## src/sv/checksummed_packet_deframer_assert.svh

```systemverilog
// ----------------------------------------------------------------------------
// Deframer assertion macros
// Concurrent assertion wrappers; define NO_ASSERTIONS to compile them out.
// ----------------------------------------------------------------------------
`ifndef CHECKSUMMED_PACKET_DEFRAMER_ASSERT_SVH
`define CHECKSUMMED_PACKET_DEFRAMER_ASSERT_SVH

`ifndef NO_ASSERTIONS
// same-cycle implication
`define CPD_ASSERT_IMPL(label, clk, rst, ante, cons, msg) \
  label: assert property (@(posedge clk) disable iff (rst) (ante) |-> (cons)) \
    else $error(msg);
// next-cycle implication
`define CPD_ASSERT_NEXT(label, clk, rst, ante, cons, msg) \
  label: assert property (@(posedge clk) disable iff (rst) (ante) |=> (cons)) \
    else $error(msg);
`else
`define CPD_ASSERT_IMPL(label, clk, rst, ante, cons, msg)
`define CPD_ASSERT_NEXT(label, clk, rst, ante, cons, msg)
`endif

`endif

```

## src/sv/cpd_pkg.sv

```systemverilog
// ----------------------------------------------------------------------------
// Deframer package
// Types, codes and reset values shared by the deframer files.
// ----------------------------------------------------------------------------
`timescale 1ns / 1ps

package cpd_pkg;

  localparam int unsigned CFG_IDX_W  = 2;
  localparam int unsigned CFG_DATA_W = 16;

  localparam logic [CFG_IDX_W-1:0] CFG_SYNC_FIRST  = 2'd0;
  localparam logic [CFG_IDX_W-1:0] CFG_SYNC_SECOND = 2'd1;
  localparam logic [CFG_IDX_W-1:0] CFG_MAX_LENGTH  = 2'd2;

  localparam logic [7:0]  SYNC_FIRST_RST  = 8'd147;
  localparam logic [7:0]  SYNC_SECOND_RST = 8'd224;
  localparam logic [15:0] MAX_LENGTH_RST  = 16'd4096;

  typedef enum logic [1:0] {
    KIND_PAYLOAD = 2'd0,
    KIND_ACCEPT  = 2'd1,
    KIND_FAIL    = 2'd2,
    KIND_REJECT  = 2'd3
  } kind_t;

  typedef enum logic [2:0] {
    PH_HUNT     = 3'd0,
    PH_SYNC2    = 3'd1,
    PH_ID       = 3'd2,
    PH_LEN_LO   = 3'd3,
    PH_LEN_HI   = 3'd4,
    PH_PAYLOAD  = 3'd5,
    PH_CHECK_LO = 3'd6,
    PH_CHECK_HI = 3'd7
  } phase_t;

  typedef struct packed {
    logic [7:0]  sync_first;
    logic [7:0]  sync_second;
    logic [15:0] max_length;
  } cfg_t;

  typedef struct packed {
    logic        valid;
    kind_t       kind;
    logic [7:0]  payload_byte;
    logic [15:0] byte_index;
    logic [7:0]  msg_id;
    logic [15:0] packet_length;
  } result_t;

endpackage

```

## src/sv/cpd_if.sv

```systemverilog
// ----------------------------------------------------------------------------
// Deframer stream interfaces
// Valid/ready channels for received bytes and for deframer results.
// ----------------------------------------------------------------------------
`timescale 1ns / 1ps

interface cpd_rx_if;
  logic       valid;
  logic       ready;
  logic [7:0] rx_byte;

  modport source (output valid, output rx_byte, input ready);
  modport sink   (input valid, input rx_byte, output ready);
endinterface

interface cpd_res_if;
  logic                valid;
  logic                ready;
  cpd_pkg::kind_t      kind;
  logic [7:0]          payload_byte;
  logic [15:0]         byte_index;
  logic [7:0]          msg_id;
  logic [15:0]         packet_length;

  modport source (output valid, output kind, output payload_byte, output byte_index,
                  output msg_id, output packet_length, input ready);
  modport sink   (input valid, input kind, input payload_byte, input byte_index,
                  input msg_id, input packet_length, output ready);
endinterface

```

## src/sv/cpd_parser.sv

```systemverilog
// ----------------------------------------------------------------------------
// Deframer parser
// Phase machine, frame fields and Fletcher sums; one byte per step.
// ----------------------------------------------------------------------------
`timescale 1ns / 1ps

module cpd_parser (
  input  logic             clk,
  input  logic             rst,
  input  logic             step,
  input  logic [7:0]       rx_byte,
  input  cpd_pkg::cfg_t    cfg,
  output cpd_pkg::result_t result
);
  import cpd_pkg::*;

  phase_t      phase, phase_next;
  logic [7:0]  frame_id, frame_id_next;
  logic [15:0] frame_length, frame_length_next;
  logic [15:0] byte_count, byte_count_next;
  logic [7:0]  sum_a, sum_a_next;
  logic [7:0]  sum_b, sum_b_next;
  logic [7:0]  check_low, check_low_next;

  logic [7:0]  acc_a, acc_b;
  logic [7:0]  base_a, base_b;
  logic [15:0] len_new;
  logic [15:0] count_inc;

  always_ff @(posedge clk) begin
    if (rst) begin
      phase        <= PH_HUNT;
      frame_id     <= '0;
      frame_length <= '0;
      byte_count   <= '0;
      sum_a        <= '0;
      sum_b        <= '0;
      check_low    <= '0;
    end else if (step) begin
      phase        <= phase_next;
      frame_id     <= frame_id_next;
      frame_length <= frame_length_next;
      byte_count   <= byte_count_next;
      sum_a        <= sum_a_next;
      sum_b        <= sum_b_next;
      check_low    <= check_low_next;
    end
  end

  // sums restart on the id byte
  assign base_a    = (phase == PH_ID) ? 8'd0 : sum_a;
  assign base_b    = (phase == PH_ID) ? 8'd0 : sum_b;
  assign acc_a     = base_a + rx_byte;
  assign acc_b     = base_b + acc_a;
  assign len_new   = {rx_byte, frame_length[7:0]};
  assign count_inc = byte_count + 16'd1;

  always_comb begin
    phase_next        = phase;
    frame_id_next     = frame_id;
    frame_length_next = frame_length;
    byte_count_next   = byte_count;
    sum_a_next        = sum_a;
    sum_b_next        = sum_b;
    check_low_next    = check_low;
    result.valid        = 1'b0;
    result.kind         = KIND_PAYLOAD;
    result.payload_byte = '0;
    result.byte_index   = '0;

    unique case (phase)
      PH_HUNT: begin
        if (rx_byte == cfg.sync_first) phase_next = PH_SYNC2;
      end
      PH_SYNC2: begin
        if (rx_byte == cfg.sync_second) phase_next = PH_ID;
        else if (rx_byte != cfg.sync_first) phase_next = PH_HUNT;
      end
      PH_ID: begin
        frame_id_next = rx_byte;
        sum_a_next    = acc_a;
        sum_b_next    = acc_b;
        phase_next    = PH_LEN_LO;
      end
      PH_LEN_LO: begin
        frame_length_next = {8'd0, rx_byte};
        sum_a_next        = acc_a;
        sum_b_next        = acc_b;
        phase_next        = PH_LEN_HI;
      end
      PH_LEN_HI: begin
        frame_length_next = len_new;
        sum_a_next        = acc_a;
        sum_b_next        = acc_b;
        byte_count_next   = '0;
        if (len_new > cfg.max_length) begin
          result.valid = 1'b1;
          result.kind  = KIND_REJECT;
          phase_next   = PH_HUNT;
        end else if (len_new == 16'd0) begin
          phase_next = PH_CHECK_LO;
        end else begin
          phase_next = PH_PAYLOAD;
        end
      end
      PH_PAYLOAD: begin
        result.valid        = 1'b1;
        result.kind         = KIND_PAYLOAD;
        result.payload_byte = rx_byte;
        result.byte_index   = byte_count;
        sum_a_next          = acc_a;
        sum_b_next          = acc_b;
        byte_count_next     = count_inc;
        if (count_inc >= frame_length) phase_next = PH_CHECK_LO;
      end
      PH_CHECK_LO: begin
        check_low_next = rx_byte;
        phase_next     = PH_CHECK_HI;
      end
      PH_CHECK_HI: begin
        result.valid = 1'b1;
        result.kind  = (check_low == sum_a && rx_byte == sum_b) ? KIND_ACCEPT : KIND_FAIL;
        phase_next   = PH_HUNT;
      end
      default: phase_next = PH_HUNT;
    endcase

    result.msg_id        = frame_id_next;
    result.packet_length = frame_length_next;
  end

endmodule

```

## src/sv/checksummed_packet_deframer.sv

```systemverilog
// ----------------------------------------------------------------------------
// Checksummed packet deframer
// Sync/id/length framing with a Fletcher-style trailer check.
// ----------------------------------------------------------------------------
`timescale 1ns / 1ps

// Takes one received byte per clock and gives at most one result per byte:
// each payload byte with its index, then an accept or fail result at the
// second trailer byte, or a reject result at the length high byte when the
// length exceeds max_length. A byte is parsed in the cycle of its transfer
// and its result sits in the output register from the next cycle, so the
// sustained rate is one byte per cycle; rx.ready drops only while a result
// is held in that register and the sink is not taking it. Registers take
// effect at the write edge and must be written with the block idle.
module checksummed_packet_deframer (
  input  logic                            clk,
  input  logic                            rst,
  cpd_rx_if.sink                          rx,
  cpd_res_if.source                       res,
  input  logic                            cfg_we,
  input  logic [cpd_pkg::CFG_IDX_W-1:0]   cfg_index,
  input  logic [cpd_pkg::CFG_DATA_W-1:0]  cfg_data
);
  import cpd_pkg::*;

  `include "checksummed_packet_deframer_assert.svh"

  cfg_t    cfg;
  result_t step_res;
  logic    step;

  logic        out_valid;
  kind_t       out_kind;
  logic [7:0]  out_payload_byte;
  logic [15:0] out_byte_index;
  logic [7:0]  out_msg_id;
  logic [15:0] out_packet_length;

  always_ff @(posedge clk) begin
    if (rst) begin
      cfg.sync_first  <= SYNC_FIRST_RST;
      cfg.sync_second <= SYNC_SECOND_RST;
      cfg.max_length  <= MAX_LENGTH_RST;
    end else if (cfg_we) begin
      unique case (cfg_index)
        CFG_SYNC_FIRST:  cfg.sync_first  <= cfg_data[7:0];
        CFG_SYNC_SECOND: cfg.sync_second <= cfg_data[7:0];
        CFG_MAX_LENGTH:  cfg.max_length  <= cfg_data;
        default: ;
      endcase
    end
  end

  assign rx.ready = !out_valid || res.ready;
  assign step     = rx.valid && rx.ready;

  cpd_parser u_parser (
    .clk     (clk),
    .rst     (rst),
    .step    (step),
    .rx_byte (rx.rx_byte),
    .cfg     (cfg),
    .result  (step_res)
  );

  always_ff @(posedge clk) begin
    if (rst) begin
      out_valid <= 1'b0;
    end else if (rx.ready) begin
      out_valid <= step && step_res.valid;
    end
  end

  // payload loads on every transfer that makes a result
  always_ff @(posedge clk) begin
    if (step && step_res.valid) begin
      out_kind          <= step_res.kind;
      out_payload_byte  <= step_res.payload_byte;
      out_byte_index    <= step_res.byte_index;
      out_msg_id        <= step_res.msg_id;
      out_packet_length <= step_res.packet_length;
    end
  end

  assign res.valid         = out_valid;
  assign res.kind          = out_kind;
  assign res.payload_byte  = out_payload_byte;
  assign res.byte_index    = out_byte_index;
  assign res.msg_id        = out_msg_id;
  assign res.packet_length = out_packet_length;

  `CPD_ASSERT_IMPL(a_no_overwrite, clk, rst, out_valid && !res.ready, !rx.ready, "byte taken while result stalled")
  `CPD_ASSERT_IMPL(a_index_in_frame, clk, rst, out_valid && out_kind == KIND_PAYLOAD, out_byte_index < out_packet_length, "payload index beyond length")
  `CPD_ASSERT_IMPL(a_status_clean, clk, rst, out_valid && out_kind != KIND_PAYLOAD, out_payload_byte == 8'd0 && out_byte_index == 16'd0, "status result carries payload")
  `CPD_ASSERT_NEXT(a_result_follows, clk, rst, step && step_res.valid, out_valid, "result lost")

endmodule
```

## src/flat_wrapper.sv

```systemverilog
// flat-port wrapper written by rule: the top's interface ports become plain ports
module checksummed_packet_deframer_flat import cpd_pkg::*;
  (clk, rst, cfg_we, cfg_index, cfg_data, rx_valid, rx_rx_byte, rx_ready, res_valid, res_kind, res_payload_byte, res_byte_index, res_msg_id, res_packet_length, res_ready);
  cpd_rx_if rx_i ();
  cpd_res_if res_i ();
  input  logic clk;
  input  logic rst;
  input  logic cfg_we;
  input  logic [cpd_pkg::CFG_IDX_W-1:0] cfg_index;
  input  logic [cpd_pkg::CFG_DATA_W-1:0] cfg_data;
  input wire logic [$bits(rx_i.valid)-1:0] rx_valid;
  input wire logic [$bits(rx_i.rx_byte)-1:0] rx_rx_byte;
  output wire logic [$bits(rx_i.ready)-1:0] rx_ready;
  output wire logic [$bits(res_i.valid)-1:0] res_valid;
  output wire logic [$bits(res_i.kind)-1:0] res_kind;
  output wire logic [$bits(res_i.payload_byte)-1:0] res_payload_byte;
  output wire logic [$bits(res_i.byte_index)-1:0] res_byte_index;
  output wire logic [$bits(res_i.msg_id)-1:0] res_msg_id;
  output wire logic [$bits(res_i.packet_length)-1:0] res_packet_length;
  input wire logic [$bits(res_i.ready)-1:0] res_ready;
  assign rx_i.valid = rx_valid;
  assign rx_i.rx_byte = rx_rx_byte;
  assign rx_ready = rx_i.ready;
  assign res_valid = res_i.valid;
  assign res_kind = res_i.kind;
  assign res_payload_byte = res_i.payload_byte;
  assign res_byte_index = res_i.byte_index;
  assign res_msg_id = res_i.msg_id;
  assign res_packet_length = res_i.packet_length;
  assign res_i.ready = res_ready;
  checksummed_packet_deframer u_core (.clk(clk), .rst(rst), .rx(rx_i), .res(res_i), .cfg_we(cfg_we), .cfg_index(cfg_index), .cfg_data(cfg_data));
endmodule
```

## config.mk

```make
export PLATFORM = sky130hd
export DESIGN_NAME = checksummed_packet_deframer_flat
export DESIGN_NICKNAME = d
export VERILOG_FILES = /design/src/sv/cpd_pkg.sv /design/src/sv/cpd_if.sv /design/src/sv/cpd_parser.sv /design/src/sv/checksummed_packet_deframer.sv /design/src/flat_wrapper.sv
export VERILOG_INCLUDE_DIRS = /design/src /design/src/sv
export SDC_FILE = /design/constraint.sdc
export NUM_CORES = 1
export LEC_CHECK = 0
export BUFFER_PORTS_ARGS = -buffer_cell sky130_fd_sc_hd__buf_2
export CELL_PAD_IN_SITES_DETAIL_PLACEMENT = 0
export CELL_PAD_IN_SITES_GLOBAL_PLACEMENT = 1
export CORE_MARGIN = 2
export CORE_UTILIZATION = 40
export CTS_CLUSTER_DIAMETER = 30
export CTS_CLUSTER_SIZE = 12
export DETAILED_ROUTE_END_ITERATION = 16
export PLACE_DENSITY_LB_ADDON = 0.1
export SYNTH_ARGS = -nofsm -noshare
export SYNTH_HDL_FRONTEND = slang
export SYNTH_SLANG_ARGS = --single-unit
```

## constraint.sdc

```tcl
create_clock -name clk -period 4.25 [get_ports clk]
set_input_delay 0.6375 -clock clk [delete_from_list [all_inputs] [get_ports clk]]
set_output_delay 0.6375 -clock clk [all_outputs]
set_load 0.1 [all_outputs]
```

Word level (Yosys, flattened, before mapping)
Cells that the tools add are included.

Bits in registers: 150. Output and inout bits: 52.

$lt $le $gt $ge: 2. Equality and inequality tests: 17. Muxes and demuxes: 15. Reduce and logical (&&, ||, !) cells: 17. Add/sub/neg operators: 3.

Operators by type and width (count): $pmux 16 s2 (2); $eq 8x8->1 (4); $mux 8 (3); $pmux 3 s8 (1); $mux 3 (6); $add 16x1->16 const B (1); $add 8x8->8 (2); $ge 16x16->1 (1); $gt 16x16->1 (1); $logic_not 16->1 (1); $eq 3x3->1 const B (4); $reduce_and 2->1 (6); $pmux 3 s3 (1); $ne 8x8->1 (1); $eq 3x2->1 const B (2); $mux 2 (2); $ne 2x2->1 const B (2); $reduce_and 4->1 (1); $reduce_or 4->1 (1); $eq 3x1->1 const B (1); $logic_and 1x1->1 (3); $logic_not 3->1 (1); $ne 3x3->1 const B (1); $eq 2x1->1 const B (1); other kinds (5) (5).

Longest topological paths before layout
Gate-level depths: netlist of run 1.

Word-level depth: 5. Gate-level depth with buffers: 22. Mapped depth without buffers: 18.

By module
A second synthesis of run 1 with hierarchy kept.

Cell total of the unflattened synthesis: 841. Area total of the unflattened synthesis: 8116.5 sq um.

Modules (own cells, without submodules): cpd_parser (area each 5210.0 sq um, cells an instance 652, seq. area each 1341.3 sq um, times used 1); checksummed_packet_deframer (area each 2906.5 sq um, cells an instance 189, seq. area each 2162.1 sq um, times used 1).

Worst setup path before layout of run 1
No wires, ideal clock.

Kind: flip-flop to flip-flop. Start point: reg u_core.out_valid, in the netlist u_core.res.valid. End point: reg u_core.out_byte_index[0], in the netlist u_core.res.byte_index[0], enable pin. Data arrival time: 3.845 ns. Setup time: 0.413 ns. Path slack: -0.008 ns. Cell stages (with the launch flop): 7. Buffers on the path: 3. Clock period less this slack: 4.258 ns. Cell sequence: dfxtp_1 nand2b_1 and2_1 clkbuf_1 clkbuf_1 clkbuf_1 and3_1.

Cells in the longest elaborated chain, start to end: 4.

Ends and longest elaborated chain: start: declaration (line checksummed_packet_deframer.sv:32) `logic out_valid;`; start signal: assignment (line checksummed_packet_deframer.sv:70) `out_valid <= step && step_res.valid;`; $logic_not 1->1 (line checksummed_packet_deframer.sv:54) `assign rx.ready = !out_valid || res.ready;`; $logic_or 1x1->1 (line checksummed_packet_deframer.sv:54); net rx_ready (line flat_wrapper.sv:13) `output wire logic [$bits(rx_i.ready)-1:0] rx_ready;`; $logic_and 1x1->1 (line checksummed_packet_deframer.sv:55) `assign step = rx.valid && rx.ready;`; $logic_and 1x1->1 (line checksummed_packet_deframer.sv:76) `if (step && step_res.valid) begin`; end signal: assignment (line checksummed_packet_deframer.sv:79) `out_byte_index <= step_res.byte_index;`; end: declaration (line checksummed_packet_deframer.sv:35) `logic [15:0] out_byte_index;`.

The timed path passes the listed nets, and every way through them passes these cells. A chain may end at the register's enable or synchronous reset.

Final worst setup path of run 1
Start point: reg u_core.u_parser.phase[0]. End point: reg u_core.u_parser.sum_b[7].

Cells in the longest elaborated chain, start to end: 4. Elaborated cells between the ends (all ways): 10. Classes of those cells: 2 x add/sub; 4 x eq/ne; 2 x mux; 2 x reduce/logical.

Ends and longest elaborated chain: start: declaration (line cpd_parser.sv:17) `phase_t phase, phase_next;`; start signal: assignment (line cpd_parser.sv:40) `phase <= phase_next;`; $eq 3x2->1 (line cpd_parser.sv:51) `assign base_a = (phase == PH_ID) ? 8'd0 : sum_a;`; $mux 8 (line cpd_parser.sv:51); $add 8x8->8 (line cpd_parser.sv:53) `assign acc_a = base_a + rx_byte;`; net u_core.u_parser.acc_a[3] (line cpd_parser.sv:25) `logic [7:0] acc_a, acc_b;`; $add 8x8->8 (line cpd_parser.sv:54) `assign acc_b = base_b + acc_a;`; end signal: assignment (line cpd_parser.sv:45) `sum_b <= sum_b_next;`; end: declaration (line cpd_parser.sv:22) `logic [7:0] sum_b, sum_b_next;`.

The timed path passes the listed nets, and every way through them passes these cells.

==> impl_metrics.yaml, run 1 <==
yosys:
  ys_types: 56
  synth_adder_area_share_pct: 8.041
  synth_seq_cells: 150
  syn-num-nets: 923
  synth_flop_cell: "dfxtp_1"
  synth_edf_count: 50
  synth_area_leaders: "dfxtp_1 26%, edfxtp_1 19%, ha_1 7.5%"
  synth.largest_area_cell: "dfxtp_1"
  yosys.area_share.simple_pct: 18.56
  async_reset_ff_share_pct: 0
  synth_xor_area_share_pct: 6.503
  synth_top_family_by_area: "simple AND/OR/NAND/NOR gates"
  synth_common_cells: "100 x dfxtp_1, 91 x nor2_1, 90 x nand2_1, 67 x a21oi_1, 50 x edfxtp_1"
  synthCells: 843
  syn-cell-area_sq_um: 7811
  synth_compound_area_share_pct: 12.88
  yosysSeqAreaShare_pct: 44.85
  ys_warn_count: 0
  yosys-mux-area-fraction_pct: 4.325
  yosysTopAreaCellShare_pct: 25.63
  syn_area_per_cell_sq_um: 9.266
  yosysMostFrequentCell: "dfxtp_1"
outcome:
  status: "finished clean"
worst_setup_path:
  rr_startpoint: "u_core.u_parser.phase[0]"
  start_kind: "flop"
  reg2reg_depth: 16
  crit_required_ps: 4520
  crit_path_top_delay_cell: "or3b_4"
  crit_start: "u_core.u_parser.phase[0]"
  cpPeakStageDelay_ps: 500
  reg2reg_slack_ps: 350
  worstPathCellList: "or3b_4, buf_4, nand2_1, inv_1, ha_1, a21o_1, a21oi_1, xnor2_1, ha_1, nor2_1, nor2_1, o31a_1, o41ai_1, xor2_1, mux2i_1, a31oi_1"
  crit_path_end_kind: "flop"
  reg2reg_to: "u_core.u_parser.sum_b[7]"
  cp.arrival_ps: 4170
  worstSetupEndpoint: "u_core.u_parser.sum_b[7]"
  critPathKind: "reg -> reg"
  worst-path-max-fanout: 14
timing:
  rsz0062_at_grt: "no"
  setup_slack_ps: 351.1
  drv_slew: 0
  period_needed_ps: 3899
  hold_viol_final: 0
  maxSlewHeadroom_pct: 23.66
  setup_viol_count_final: 0
  setup_tns_ps: 0
  tightest_slew_ps: 1137
  fmax_mhz: 256.5
  finalCritPeriodShare_pct: 91.74
  finalClockSkew_ps: 7.448
power:
  p_leak_nw: 3.887
  vdd.ir_drop.worst_mv: 0.2301
  powerDensity_nw_per_um2: 365.6
  power_mw: 3.339
cells_and_area:
  drive_gt1_share_pct: 16.23
  layout.nets: 991
  area_growth_pct: 16.90
  layout.cells.non_filler: 1189
  diodes: 0
floorplan:
  core_region_area_sq_um: 19330
  fp.dieH_um: 143.7
  start_util_pct: 40.40
  num_rows: 51
  ios: 83
  die_area_sq_um: 20660
  die_w_um: 143.7
clocking:
  insertion_delay_ps: 430
  clkSinkCount: 150
  postCtsSetupRepairBufs: 0
  clock-root-buffer: "clkbuf_16"
  clk_pin_slew_ps: 60
  clockBufferDepth: 2
  cts_buffers: 17
  postCtsHoldBufs: 0
  tritoncts: "yes"
  cts_max_level: 4
  cts_resized: 0
detailed_routing:
  drt_iter0_drc: 394
  vias: 6157
  drcViolationCount: 0
  wl_um: 20320
  drtAntennaViolNets: 0
  dr.pass1.iters: 5
  viasPerCell: 5.178
  post_drt_wl_per_cell_um: 17.09
place:
  gp_congestion: 0.9043
  io_buffers: 82
  preCtsSetupSlack_ps: 313.5
  place_inst: 1157
  hpwl_um: 14440
global_route:
  grt_max_degree: 48
  grt_pass1_vias: 5933
  grt_pass1_wl_um: 32130
  antenna_found_initial: 0
  grt-ovfl-total: 0
  grtUsageTotal_pct: 20.53
job:
  maxCapViolCount: 0
min_path:
  hold_path.class: "in -> reg"
[critical path: cells and delay by family (launching register included)]
kind / cells / cell delay, ps
AOI/OAI and AO/OA: 5 / 1020
xor gates and xnor gates: 2 / 470
adders and majority gates: 2 / 580
buffers and inverters: 2 / 270
DFF: 1 / 410
muxes: 1 / 210
and+or+nand+nor: 4 / 780
[state kept, by name, summed over array words and instances, names as in the netlist]
signal and flops:
u_core.cfg 32, u_core.res.byte_index 16, u_core.res.packet_length 16, u_core.u_parser.byte_count 16, u_core.u_parser.frame_length 16, u_core.res.msg_id 8
u_core.res.payload_byte 8, u_core.u_parser.check_low 8, u_core.u_parser.frame_id 8, u_core.u_parser.sum_a 8, u_core.u_parser.sum_b 8, u_core.u_parser.phase 3
u_core.res.kind 2, u_core.res.valid 1
[metal layers]
layer  part of all wire, %  GRT usage [%]  vias to the layer above  routed length (um)
met5                     0              0                        -                   0
met4                   1.9          7.276                        0                 377
met3                   4.0          3.632                       31                 804
met2                    47          33.56                      167                9451
met1                    48          27.34                     2896                9684
li1                      -              -                     3063                   -
[logic make-up (layout without fill, tap and decap cells)]
logic type	count (synthesis)	in the layout
compound gates	156	156
xor+xnor	58	58
fa+ha+maj	49	49
buf+inv	94	175
flops	150	150
mux	32	32
simple gates	304	304
[through the flow]
| step | utilization, % | cell area (sq um) | hold slack [ps] |
|---|---|---|---|
| finish | 47.23 | 9131 | 415.2 |
| detailed placement | 43.96 | 8499 | 445.0 |
| global placement | 43.96 | 8499 | 438.1 |
| CTS | 47.21 | 9129 | 399.9 |
| floorplan | - | 7812 | 432.9 |
| global route | 47.23 | 9131 | 418.9 |
[cells in the final DEF, fill, tap and decap left out, drive strengths merged, types with 18 or more instances in the layout]
master  instances
and2           40
xor2           43
o21ai          21
a21oi          67
inv            55
mux2i          18
buf            97
edfxtp         50
nor2           91
dfxtp         100
ha             47
nand2          90
[layout make-up]
class | instances | area (sq um)
Clock buffer | 17 | 425.4
Clock inverter | 15 | 203.9
Fill cell | 1826 | 10200
Inverter | 46 | 172.7
Multi-Input combinational cell | 599 | 3934
Sequential cell | 150 | 3503
Tap cell | 265 | 331.6
Timing Repair Buffer | 97 | 560.5
[how the worst min path moves through the flow]
| stage | slack, ps | start | cells after the start | endpoint |
|---|---|---|---|---|
| floorplan | 430 | u_core.u_parser.frame_id[0] | 2 | u_core.u_parser.frame_id[0] |
| global placement | 440 | u_core.u_parser.frame_id[0] | 2 | u_core.u_parser.frame_id[0] |
| detailed placement | 450 | u_core.u_parser.frame_id[2] | 2 | u_core.u_parser.frame_id[2] |
| CTS | 400 | cfg_data[12] | 2 | u_core.cfg[12] |
| global route | 420 | cfg_data[12] | 2 | u_core.cfg[12] |
| finish | 420 | cfg_data[12] | 2 | u_core.cfg[12] |
[where the power goes]
part,switching [mW],internal [mW]
Combinational,0.130,0.0785
Sequential,0.0153,1.49
Clock,0.674,0.952
Total,0.819,2.52
No activity file was read; power rests on OpenSTA's default activity.
==> inputs of run 2 (changes only) <==
- CORE_ASPECT_RATIO: unset -> 0.8
- CORE_UTILIZATION: 40 -> 46
==> impl_metrics.yaml, run 2 (same netlist as run 1, synthesis figures left out) <==
outcome:
  status: "finished clean"
worst_setup_path:
  crit_path_end_kind: "flop"
  crit_path_top_delay_cell: "o41ai_1"
  reg2reg_to: "u_core.u_parser.sum_b[7]"
  path_common_cell: "ha_1"
  worstPathCellList: "or3b_1, buf_4, and2_1, ha_1, and3_1, a221o_1, nor2_1, xnor2_1, ha_1, o41ai_1, xor2_1, mux2i_1, a31oi_1"
  reg2reg_slack_ps: 400
  crit_required_ps: 4500
  start_kind: "flop"
  cp_top_family: "simple AND/OR/NAND/NOR gates"
  rr_startpoint: "u_core.u_parser.phase[0]"
  crit_buf_inv: 1
  crit_start: "u_core.u_parser.phase[0]"
  worst-path-max-fanout: 22
  cp.arrival_ps: 4100
  critPathKind: "reg -> reg"
  crit_cells: 13
  reg2reg_depth: 13
  worstSetupEndpoint: "u_core.u_parser.sum_b[7]"
  cpPeakStageDelay_ps: 510
clocking:
  clk_pin_slew_ps: 60
  clkSinkCount: 150
  tritoncts: "yes"
  cts_buffers: 17
  cts_resized: 0
  cts_max_level: 4
  insertion_delay_ps: 420
  postCtsSetupRepairBufs: 0
  clockBufferDepth: 2
  postCtsHoldBufs: 0
  clock-root-buffer: "clkbuf_16"
detailed_routing:
  wl_um: 19670
  drt_iter0_drc: 516
  vias: 6207
  drcViolationCount: 0
  viasPerCell: 5.440
  drtAntennaViolNets: 0
  dr.pass1.iters: 5
  post_drt_wl_per_cell_um: 17.23
timing:
  hold_viol_final: 0
  tightest_slew_ps: 1156
  finalCritPeriodShare_pct: 90.62
  setup_slack_ps: 398.7
  fmax_mhz: 259.7
  maxSlewHeadroom_pct: 22.45
  drv_slew: 0
  setup_viol_count_final: 0
  finalClockSkew_ps: 10.08
  setup_tns_ps: 0
  period_needed_ps: 3851
  rsz0062_at_grt: "no"
place:
  io_buffers: 82
  hpwl_um: 13700
  place_inst: 1109
  preCtsSetupSlack_ps: 422.7
  gp_congestion: 0.9077
floorplan:
  fp.dieH_um: 120.6
  die_w_um: 149.7
  num_rows: 42
  start_util_pct: 47.04
  ios: 83
  core_region_area_sq_um: 16610
  die_area_sq_um: 18050
global_route:
  antenna_found_initial: 0
  grt_pass1_wl_um: 31540
  grtUsageTotal_pct: 22.89
  grt_pass1_vias: 5721
  grt_max_degree: 60
  grt-ovfl-total: 0
cells_and_area:
  drive_gt1_share_pct: 15.20
  area_growth_pct: 15.10
  regArea_sq_um: 3503
  layout.nets: 988
  fin_util_pct: 54.14
  mostFrequentLayoutCells: "100 x dfxtp_1, 91 x nor2_1, 90 x nand2_1"
  largest_register: "u_core.cfg"
  layout_commonest_cell: "dfxtp_1"
  multi_input_area_sq_um: 3931
  largest_reg_flops: 32
  layout.cells.non_filler: 1141
  fillers: 1535
  diodes: 0
power:
  p_leak_nw: 3.841
  powerDensity_nw_per_um2: 359.8
  power_mw: 3.235
  vdd.ir_drop.worst_mv: 0.2379
job:
  maxCapViolCount: 0
min_path:
  hold_path.class: "in -> reg"
run 2: changes by cell type in the layout (fill, tap and decap cells not counted), moves of 2 or more:
cell,delta
clkbuf_1,+4
clkinv_1,+2
inv_6,-5
inv_8,-4
clkbuf_8,+2
buf_12,-2
run 2: worst min-delay path by stage:
stage	from	to	slack [ps]	cells past startpoint
6_report	cfg_data[12]	u_core.cfg[12]	440	2
5_1_grt	cfg_data[12]	u_core.cfg[12]	430	2
4_1_cts	cfg_data[12]	u_core.cfg[12]	420	2
3_5_place_dp	u_core.cfg[14]	u_core.cfg[14]	450	2
3_3_place_gp	u_core.u_parser.frame_id[4]	u_core.u_parser.frame_id[4]	440	2
2_1_floorplan	u_core.u_parser.frame_id[0]	u_core.u_parser.frame_id[0]	430	2
run 2: power breakdown:
part / total [mW] / switching, mW / internal (mW)
sequential: 1.51 / 0.0157 / 1.49
clock: 1.53 / 0.574 / 0.953
combinational: 0.203 / 0.128 / 0.0750
total: 3.24 / 0.717 / 2.52
run 2: cell type report:
class / count / area share, %
repair buffers: 94 / 5.706
well taps: 220 / 3.062
clock buffers: 23 / 5.205
flip-flops and latches: 150 / 38.96
multi-input cells: 599 / 43.72
clock inverters: 9 / 1.419
inverters: 46 / 1.920
run 2: worst reg2reg max path, cell delays in order (launching register included):
cell     delay [ps]
dfxtp_1         410
or3b_1          470
buf_4           240
and2_1          190
ha_1            320
and3_1          200
a221o_1         340
nor2_1          130
xnor2_1         110
ha_1            230
o41ai_1         510
xor2_1          250
mux2i_1         200
a31oi_1          80
run 2: per-layer routing:
metal  track usage [%]  vias up  part of all wire [%]
li1                  -     3046                     -
met1             34.51     2973                    50
met2             33.80      168                    43
met3             3.849       20                   4.8
met4             6.368        0                   1.4
met5                 0        -                     0
run 2: through the flow:
step                area, sq um  hold WS (ps)
finish                     8991         436.4
global route               8991         427.2
CTS                        8991         424.8
detailed placement         8396         447.0
global placement           8396         439.3
floorplan                  7812         432.9
==> inputs of run 3 (changes only) <==
- CORE_MARGIN: 2 -> 4
- SETUP_SLACK_MARGIN: unset -> 0.2
==> impl_metrics.yaml, run 3 (same netlist as run 1, synthesis figures left out) <==
worst_setup_path:
  worstPathCellList: "or3b_4, buf_4, nand2_1, inv_1, ha_1, a21o_1, a21oi_1, xnor2_1, ha_1, nor2_1, nor2_1, o31a_1, o41ai_1, xor2_1, nand4_1, a31oi_1"
  reg2reg_depth: 16
  crit_path_end_kind: "flop"
  reg2reg_slack_ps: 530
  crit_path_top_delay_cell: "or3b_4"
  cpPeakStageDelay_ps: 460
  rr_startpoint: "u_core.u_parser.phase[2]"
  crit_buf_inv: 2
  cp.arrival_ps: 4070
  start_kind: "flop"
  critPathKind: "reg -> reg"
  cp_top_family: "compound AO/OA/AOI/OAI gates"
  crit_required_ps: 4600
  reg2reg_to: "u_core.u_parser.sum_b[7]"
  worst-path-max-fanout: 16
place:
  place_inst: 1109
  placed_cell_area_sq_um: 8408
  preCtsSetupSlack_ps: 384.3
  io_buffers: 82
  gp_congestion: 0.9019
  hpwl_um: 14050
global_route:
  grt_pass1_wl_um: 32050
  grt_pass1_vias: 5913
  grtUsageTotal_pct: 20.98
  grt-ovfl-total: 0
  antenna_found_initial: 0
  grt_max_degree: 55
detailed_routing:
  drt_iter0_drc: 337
  vias: 6141
  drcViolationCount: 0
  post_drt_wl_per_cell_um: 17.52
  viasPerCell: 5.377
  dr.pass1.iters: 5
  drtAntennaViolNets: 0
  wl_um: 20010
clocking:
  clock-root-buffer: "clkbuf_16"
  insertion_delay_ps: 430
  cts_max_level: 4
  clk_pin_slew_ps: 60
  cts_buffers: 17
  clkSinkCount: 150
  postCtsHoldBufs: 0
  tritoncts: "yes"
  clockBufferDepth: 2
cells_and_area:
  regArea_sq_um: 3507
  mostFrequentLayoutCells: "99 x dfxtp_1, 91 x nor2_1, 90 x nand2_1"
  largest_reg_flops: 32
  area_growth_pct: 15.97
  fin_area_sq_um: 9059
  diodes: 0
  layout_commonest_cell: "dfxtp_1"
  drive_gt1_share_pct: 16.16
  layout.nets: 989
  fin_util_pct: 54.55
  layout.cells.non_filler: 1142
  largest_register: "u_core.cfg"
  fillers: 1498
  multi_input_area_sq_um: 3934
timing:
  finalCritPeriodShare_pct: 87.50
  finalClockSkew_ps: 9.259
  maxSlewHeadroom_pct: 27.36
  setup_slack_ps: 531.3
  drv_slew: 0
  setup_tns_ps: 0
  rsz0062_at_grt: "no"
  period_needed_ps: 3719
  fmax_mhz: 268.9
  setup_viol_count_final: 0
  hold_viol_final: 0
  tightest_slew_ps: 1082
power:
  p_leak_nw: 3.873
  vdd.ir_drop.worst_mv: 0.2878
  powerDensity_nw_per_um2: 367.3
outcome:
  status: "finished clean"
job:
  maxCapViolCount: 0
floorplan:
  fp.dieH_um: 124.6
  start_util_pct: 47.04
  die_w_um: 153.7
  num_rows: 42
  core_region_area_sq_um: 16610
  die_area_sq_um: 19140
  ios: 83
min_path:
  hp-start: "cfg_data[12]"
  worstHoldPathCells: 2
  hold_path.class: "in -> reg"
  min_to: "u_core.cfg[12]"
[run 3: stage by stage]
stage / hold WS, ps / total power, mW
floorplan: 432.9 / 1.665
global placement: 437.8 / 1.735
detailed placement: 448.3 / 1.739
CTS: 400.8 / 3.358
global route: 404.9 / 3.452
finish: 416.3 / 3.327
[run 3: per-layer routing]
layer  routed length (um)  global-route usage [%]
met5                    0                       0
met4                  331                   6.438
met3                 1258                   5.453
met2                 8734                   31.22
met1                 9683                   29.95
[run 3: report_power, final]
part | switching, mW | internal [mW] | leakage, nW
Clock | 0.616 | 1.00 | 0.307
Sequential | 0.0154 | 1.49 | 1.31
Combinational | 0.128 | 0.0769 | 2.26
Total | 0.759 | 2.57 | 3.87
[run 3: repair_timing]
action / CTS / global route
endpoints found under the setup margin: 0 / 1
resized for setup: 0 / 3
setup buffers: 0 / 1
[run 3: layout make-up]
| type | count | area share, % |
|---|---|---|
| Tap cell | 220 | 3.039 |
| Inverter | 46 | 1.906 |
| Clock buffer | 18 | 4.848 |
| Clock inverter | 14 | 2.182 |
| Sequential cell | 150 | 38.72 |
| Timing Repair Buffer | 95 | 5.884 |
| Multi-Input combinational cell | 599 | 43.43 |
[run 3: how the worst max path moves through the flow]
stage,startpoint,to,slack [ps],cells past startpoint
final,u_core.u_parser.phase[2],u_core.u_parser.sum_b[7],530,16
after global routing,u_core.u_parser.phase[2],u_core.u_parser.sum_b[7],230,16
after CTS,u_core.u_parser.phase[1],u_core.u_parser.sum_b[7],340,17
after detailed placement,u_core.u_parser.phase[1],u_core.u_parser.sum_b[7],380,17
after global placement,u_core.u_parser.phase[1],u_core.u_parser.sum_b[7],460,17
after floorplan,u_core.u_parser.phase[0],u_core.u_parser.sum_b[7],400,21
